**src/clns_pkg.sv**
```systemverilog
`timescale 1ns / 1ps

package clns_pkg;

    // Request codes
    localparam logic [2:0] OP_INIT  = 3'd0;
    localparam logic [2:0] OP_CMD   = 3'd1;
    localparam logic [2:0] OP_DATA  = 3'd2;
    localparam logic [2:0] OP_CURS  = 3'd3;
    localparam logic [2:0] OP_CLEAR = 3'd4;

    localparam logic [7:0]  SET_DDRAM   = 8'h80;
    localparam logic [7:0]  CLEAR_BYTE  = 8'h01;
    localparam logic [15:0] HOLD_US     = 16'd100;
    localparam logic [15:0] CLEAR_US    = 16'd2100;
    localparam logic [15:0] POWERUP_US  = 16'd50000;
    localparam logic [3:0]  INIT_LAST   = 4'd12;

    typedef struct packed {
        logic [2:0] op;
        logic [7:0] value;
        logic [6:0] col;
        logic [2:0] row;
    } t_req;

    typedef struct packed {
        logic        strobe_res;
        logic        reg_select;
        logic [3:0]  nibble;
        logic [15:0] wait_us;
        logic        last;
    } t_step;

    // Controller to datapath
    typedef struct packed {
        logic load;
        logic emit;
    } t_dp_cmd;

    // Datapath to controller
    typedef struct packed {
        logic op_valid;
        logic last;
    } t_dp_sts;

    function automatic logic [7:0] row_base(input logic [1:0] r);
        logic [7:0] b;
        unique case (r)
            2'd0: b = 8'h00;
            2'd1: b = 8'h40;
            2'd2: b = 8'h14;
            default: b = 8'h54;
        endcase
        return b;
    endfunction

    // Power-up run: power-up wait, wake-up nibbles, function set, display on, entry mode, clear
    function automatic t_step init_step(input logic [3:0] k);
        t_step s;
        s.strobe_res = 1'b1;
        s.reg_select = 1'b0;
        s.wait_us    = HOLD_US;
        s.last       = (k == INIT_LAST);
        unique case (k)
            4'd0: begin
                s.strobe_res = 1'b0;
                s.nibble     = 4'h0;
                s.wait_us    = POWERUP_US;
            end
            4'd1: begin
                s.nibble  = 4'h3;
                s.wait_us = 16'd5100;
            end
            4'd2: begin
                s.nibble  = 4'h3;
                s.wait_us = 16'd250;
            end
            4'd3:  s.nibble = 4'h3;
            4'd4:  s.nibble = 4'h2;
            4'd5:  s.nibble = 4'h2;
            4'd6:  s.nibble = 4'h8;
            4'd7:  s.nibble = 4'h0;
            4'd8:  s.nibble = 4'hC;
            4'd9:  s.nibble = 4'h0;
            4'd10: s.nibble = 4'h6;
            4'd11: s.nibble = 4'h0;
            4'd12: begin
                s.nibble  = 4'h1;
                s.wait_us = CLEAR_US;
            end
            default: s.nibble = 4'h0;
        endcase
        return s;
    endfunction

endpackage

```
**src/clns_stream_if.sv**
```systemverilog
`timescale 1ns / 1ps

interface clns_stream_if #(
    parameter type t_payload = logic
) ();
    logic     valid;
    logic     ready;
    t_payload payload;

    modport source (output valid, output payload, input ready);
    modport sink   (input valid, input payload, output ready);
endinterface

```
**src/clns_dpath.sv**
```systemverilog
`timescale 1ns / 1ps

module clns_dpath #(
    parameter int ROWS = 4,
    parameter int COLS = 20
) (
    input  logic              i_clk,
    input  clns_pkg::t_req    i_req,
    input  clns_pkg::t_dp_cmd i_cmd,
    output clns_pkg::t_dp_sts o_sts,
    output clns_pkg::t_step   o_step
);

    logic [3:0] r_step_idx;
    logic       r_init;
    logic       r_rs;
    logic       r_extra;
    logic [7:0] r_byte;
    clns_pkg::t_step r_out;

    logic [2:0] row_c;
    logic [6:0] col_c;
    logic [7:0] n_byte;
    clns_pkg::t_step cur;

    // Clamp the cursor and form the byte: DDRAM address, clear command or request value
    always_comb begin
        row_c = (i_req.row >= 3'(ROWS)) ? 3'(ROWS - 1) : i_req.row;
        col_c = (i_req.col >= 7'(COLS)) ? 7'(COLS - 1) : i_req.col;
        unique case (i_req.op)
            clns_pkg::OP_CURS:
                n_byte = clns_pkg::SET_DDRAM
                       | ({1'b0, col_c} + clns_pkg::row_base(row_c[1:0]));
            clns_pkg::OP_CLEAR: n_byte = clns_pkg::CLEAR_BYTE;
            default:            n_byte = i_req.value;
        endcase
    end

    always_comb begin
        if (r_init) begin
            cur = clns_pkg::init_step(r_step_idx);
        end else begin
            cur.strobe_res = 1'b1;
            cur.reg_select = r_rs;
            cur.nibble     = r_step_idx[0] ? r_byte[3:0] : r_byte[7:4];
            cur.wait_us    = (r_step_idx[0] && r_extra) ? clns_pkg::CLEAR_US
                                                        : clns_pkg::HOLD_US;
            cur.last       = r_step_idx[0];
        end
    end

    always_ff @(posedge i_clk) begin
        if (i_cmd.load) begin
            r_step_idx <= 4'd0;
            r_init     <= (i_req.op == clns_pkg::OP_INIT);
            r_rs       <= (i_req.op == clns_pkg::OP_DATA);
            r_extra    <= (i_req.op == clns_pkg::OP_CLEAR);
            r_byte     <= n_byte;
        end else if (i_cmd.emit) begin
            r_step_idx <= r_step_idx + 4'd1;
        end
        if (i_cmd.emit) begin
            r_out <= cur;
        end
    end

    assign o_sts.op_valid = (i_req.op <= clns_pkg::OP_CLEAR);
    assign o_sts.last     = cur.last;
    assign o_step         = r_out;

endmodule

```
**src/clns_ctrl.sv**
```systemverilog
`timescale 1ns / 1ps

module clns_ctrl (
    input  logic              i_clk,
    input  logic              i_rst_n,
    input  logic              i_req_valid,
    output logic              o_req_ready,
    output logic              o_out_valid,
    input  logic              i_out_ready,
    input  clns_pkg::t_dp_sts i_sts,
    output clns_pkg::t_dp_cmd o_cmd
);

    typedef enum logic {
        S_IDLE,
        S_RUN
    } t_state;

    t_state r_state;
    logic   r_out_valid;

    always_comb begin
        o_req_ready = (r_state == S_IDLE);
        o_cmd.load  = o_req_ready && i_req_valid;
        o_cmd.emit  = (r_state == S_RUN) && (!r_out_valid || i_out_ready);
    end

    always_ff @(posedge i_clk) begin
        if (!i_rst_n) begin
            r_state     <= S_IDLE;
            r_out_valid <= 1'b0;
        end else begin
            unique case (r_state)
                S_IDLE: begin
                    // drop unknown codes without a step
                    if (o_cmd.load && i_sts.op_valid) begin
                        r_state <= S_RUN;
                    end
                end
                S_RUN: begin
                    if (o_cmd.emit && i_sts.last) begin
                        r_state <= S_IDLE;
                    end
                end
                default: r_state <= S_IDLE;
            endcase
            if (o_cmd.emit) begin
                r_out_valid <= 1'b1;
            end else if (i_out_ready) begin
                r_out_valid <= 1'b0;
            end
        end
    end

    assign o_out_valid = r_out_valid;

endmodule

```
**src/char_lcd_nibble_sequencer.sv**
```systemverilog
`timescale 1ns / 1ps
// A taken request moves the controller to S_RUN; each step is then registered in r_out.
// One step per cycle while the sink is ready; a request takes 2 steps (13 for init),
// and the next request is taken only once the controller is back in idle.
// The step counter in the datapath paces the run; unknown codes are dropped without a step.
// Reset (synchronous, active low) returns the controller to idle with no step pending.

module char_lcd_nibble_sequencer #(
    parameter int ROWS = 4,
    parameter int COLS = 20
) (
    input logic         i_clk,
    input logic         i_rst_n,
    clns_stream_if.sink   i_req,
    clns_stream_if.source o_step
);

    clns_pkg::t_dp_cmd s_cmd;
    clns_pkg::t_dp_sts s_sts;
    clns_pkg::t_req    s_req;
    clns_pkg::t_step   s_step;
    logic              s_req_ready;
    logic              s_out_valid;

    assign s_req = i_req.payload;

    // Sequencing: take a request when idle, then advance one step per free slot
    clns_ctrl u_ctrl (
        .i_clk       (i_clk),
        .i_rst_n     (i_rst_n),
        .i_req_valid (i_req.valid),
        .o_req_ready (s_req_ready),
        .o_out_valid (s_out_valid),
        .i_out_ready (o_step.ready),
        .i_sts       (s_sts),
        .o_cmd       (s_cmd)
    );

    // Latch the request byte, generate each step, hold it in the output register
    clns_dpath #(
        .ROWS (ROWS),
        .COLS (COLS)
    ) u_dpath (
        .i_clk  (i_clk),
        .i_req  (s_req),
        .i_cmd  (s_cmd),
        .o_sts  (s_sts),
        .o_step (s_step)
    );

    assign i_req.ready    = s_req_ready;
    assign o_step.valid   = s_out_valid;
    assign o_step.payload = s_step;

    // A taken request with a known code makes the block busy on the next cycle
    a_busy_after_req: assert property (@(posedge i_clk) disable iff (!i_rst_n)
        (i_req.valid && s_req_ready && s_sts.op_valid) |=> !s_req_ready)
        else $error("request taken but sequencer stayed idle");

    // Steps are only generated while a run is active
    a_no_emit_idle: assert property (@(posedge i_clk) disable iff (!i_rst_n)
        s_cmd.emit |-> !s_req_ready)
        else $error("step generated while idle");

    // The only wait-only step is the power-up wait
    a_wait_only: assert property (@(posedge i_clk) disable iff (!i_rst_n)
        (s_out_valid && !s_step.strobe_res) |->
        (s_step.wait_us == clns_pkg::POWERUP_US && s_step.nibble == 4'h0
         && !s_step.reg_select))
        else $error("malformed wait-only step");

endmodule
```
**src/flat_wrapper.sv**
```systemverilog
// flat-port wrapper written by rule: the top's interface ports become plain ports
module char_lcd_nibble_sequencer_flat 
#(
    parameter int ROWS = 4,
    parameter int COLS = 20
)
  (i_clk, i_rst_n, i_req_valid, i_req_payload, i_req_ready, o_step_valid, o_step_payload, o_step_ready);
  clns_stream_if i_req_i ();
  clns_stream_if o_step_i ();
  input logic i_clk;
  input logic i_rst_n;
  input wire logic [$bits(i_req_i.valid)-1:0] i_req_valid;
  input wire logic [$bits(i_req_i.payload)-1:0] i_req_payload;
  output wire logic [$bits(i_req_i.ready)-1:0] i_req_ready;
  output wire logic [$bits(o_step_i.valid)-1:0] o_step_valid;
  output wire logic [$bits(o_step_i.payload)-1:0] o_step_payload;
  input wire logic [$bits(o_step_i.ready)-1:0] o_step_ready;
  assign i_req_i.valid = i_req_valid;
  assign i_req_i.payload = i_req_payload;
  assign i_req_ready = i_req_i.ready;
  assign o_step_valid = o_step_i.valid;
  assign o_step_payload = o_step_i.payload;
  assign o_step_i.ready = o_step_ready;
  char_lcd_nibble_sequencer #(.ROWS(ROWS), .COLS(COLS)) u_core (.i_clk(i_clk), .i_rst_n(i_rst_n), .i_req(i_req_i), .o_step(o_step_i));
endmodule
```
**config.mk**
```make
export PLATFORM = sky130hd
export DESIGN_NAME = char_lcd_nibble_sequencer_flat
export DESIGN_NICKNAME = d
export VERILOG_FILES = /design/src/clns_pkg.sv /design/src/clns_stream_if.sv /design/src/clns_dpath.sv /design/src/clns_ctrl.sv /design/src/char_lcd_nibble_sequencer.sv /design/src/flat_wrapper.sv
export SDC_FILE = /design/constraint.sdc
export NUM_CORES = 1
export LEC_CHECK = 0
export BUFFER_PORTS_ARGS = -buffer_cell sky130_fd_sc_hd__buf_2
export CAP_MARGIN = 20
export CORE_AREA = 5 5 42 44
export DETAILED_ROUTE_END_ITERATION = 6
export DIE_AREA = 0 0 47 49
export GPL_ROUTABILITY_DRIVEN = 0
export HOLD_SLACK_MARGIN = 0.1
export SKIP_LAST_GASP = 1
export SLEW_MARGIN = 30
export SYNTH_ARGS = -nofsm -noshare
export SYNTH_HDL_FRONTEND = slang
export SYNTH_SLANG_ARGS = --single-unit
```
**constraint.sdc**
```tcl
create_clock -name i_clk -period 2.3 [get_ports i_clk]
set_input_delay 0.23 -clock i_clk [delete_from_list [all_inputs] [get_ports i_clk]]
set_output_delay 0.23 -clock i_clk [all_outputs]
set_load 0.02 [all_outputs]
```
==> metrics.txt <==
dominant synthesized flop cell dfxtp_1; final setup fails 0; Vias per Instance approximately 4.3; # hold bufs at CTS 0; CTS tree built; Clock Sinks 7; DR vias 254; layout cells sized above 1 25.6%; Final Util 27.7%; pwr dens 758 nW/um^2; fraction of registers with async set/reset 0%; Initial DRC Count 7; DR DRC count 0; fin crit share 49.9%; Clk pin slew, worst setup/hold paths 0.05 ns; critical path class flop to output port; HPWL after DPL 441 um; Slowest cell on crit path dfxtp_1; Die H roughly 50 um; Yosys reg bits 7; GRT Total Usage between 6 and 7%; Initial Util 22.2%; Synth cell types 16; hold_ws 0.227 ns; Setup TNS 0 ns; drt wl/cell just over 10 um; status finished, final reports clean; RSZ-0062 raised after global routing no; vias in the first global route roughly 250; Worst Setup End Kind output port; FP Rows 14; number of port buffers 6; Setup Buffers After CTS 0; Seq/Total Area, Yosys 48.2%; wire length of the first global-routing pass ~1.0 mm; largest net degree at the start of global routing 7; largest cells by area after synthesis dfxtp_1, edfxtp_1, ha_1; die area 2300 um^2; GRT Residual Overflow 0; Final Critical Period 1.15 ns; DRT Pass-1 Iters 4; final hold vios 0; crit path max fanout 6; H-tree levels 1; Routed WL 602 um; f_max 872 MHz; commonest non-fill, non-tap cells in the layout buf_2, dfxtp_1, nand3_1; CP max stage delay 0.42 ns; CP cell instances inv_2, buf_2; Pleak 0.169 nW; yosys warns 0; total power 0.000294 W; cell area after synthesis 312 um^2; CTS Buffer Depth 2; Post-synth EDFFs 1; Mapped Cells 33; startpoint types flop; top-level port count 8; syn_nets 40; post-route ant nets 0; final slew viol count 0; Rel. slew slack approximately 85%; insertion delay to the later sink of the worst-skew pair 0.25 ns; initial antenna violation count 0; Synth Area per Inst roughly 9.4 um^2; Worst EP arrival 0.92 ns; Max Cap Viol 0; Worst-Margin Slew approximately 0.23 ns; Num CTS Buffers 3; VDD IR-drop max 0.000281 V; CTS Root Cell clkbuf_4; hold path depth 3; post-CTS sizing 0; Area Overhead vs Synth 24.5%; worst reg-to-reg path cell count 3; core area between 1000 and 1500 um^2; Worst EP required 2.07 ns; die width 47 um; Hold Crit Class input pin to flop; r2r setup slk about 1.2 ns; post-synth top area share 38.6%; # nets final around 50; Final Skew 0.000174 ns; Antenna diodes 0; largest area contributor in the netlist dfxtp_1
-- worst paths after layout --
check	startpoint	to
worst min-delay path	i_rst_n	u_core.u_ctrl.r_state
worst min register to register	u_core.u_dpath.r_step_idx[3]	u_core.u_dpath.r_step_idx[3]
worst max register to register	u_core.u_dpath.r_step_idx[0]	u_core.u_dpath.o_step[0]
worst max-delay path	u_core.u_ctrl.r_state	i_req_ready
-- worst max-delay path: cells and delay by family (launching register included) --
| kind | cells | cell delay, ns |
|---|---|---|
| DFF | 1 | 0.42 |
| buffers and inverters | 2 | 0.25 |
-- registers in the layout (all words and copies together), names as in the netlist --
| name | count |
|---|---|
| u_core.u_ctrl.o_out_valid | 1 |
| u_core.u_ctrl.r_state | 1 |
| u_core.u_dpath.o_step | 1 |
| u_core.u_dpath.r_step_idx | 4 |
-- Yosys cell counts, drive strengths merged (2+ instances only) --
library cell	number
mux2i	2
inv	3
ha	2
o21ai	3
nand2	3
nand2b	2
dfxtp	6
nand3	4
a21boi	2
-- layer usage --
layer | global-route usage, % | part of all wire [%]
met1 | 7.73 | 46
met2 | 8.14 | 46
met3 | 3.32 | 6.1
met4 | 5.53 | 1.8
met5 | 0 | 0
-- layout make-up --
class	instances	area [um^2]
Timing Repair Buffer	6	30.0
Sequential cell	7	150
Clock buffer	4	26.3
Tap cell	16	20.0
Inverter	3	11.3
Multi-Input combinational cell	23	150
Fill cell	162	1010
-- cell families after synthesis --
kind of cell / share of synthesized area (%)
simple gates: 22.5
fa+ha+maj: 8.03
compound gates: 11.2
buf+inv: 3.61
mux: 6.43
flops: 48.2
-- through the flow --
stage / instance area, um^2 / worst slack, ns / cells
4_1_cts: 388 / 1.14 / 59
2_1_floorplan: 312 / 1.29 / 33
5_1_grt: 388 / 1.08 / 59
3_5_place_dp: 362 / 1.22 / 55
3_3_place_gp: 362 / 1.23 / 55
6_report: 388 / 1.15 / 59
-- where the power goes --
| part | switching (W) | internal (W) | leakage (nW) |
|---|---|---|---|
| Sequential | 0.0000106 | 0.000135 | 0.0593 |
| Combinational | 0.0000213 | 0.0000155 | 0.0952 |
| Clock | 0.0000450 | 0.0000662 | 0.0150 |
Power figures use the tool's default switching activity.
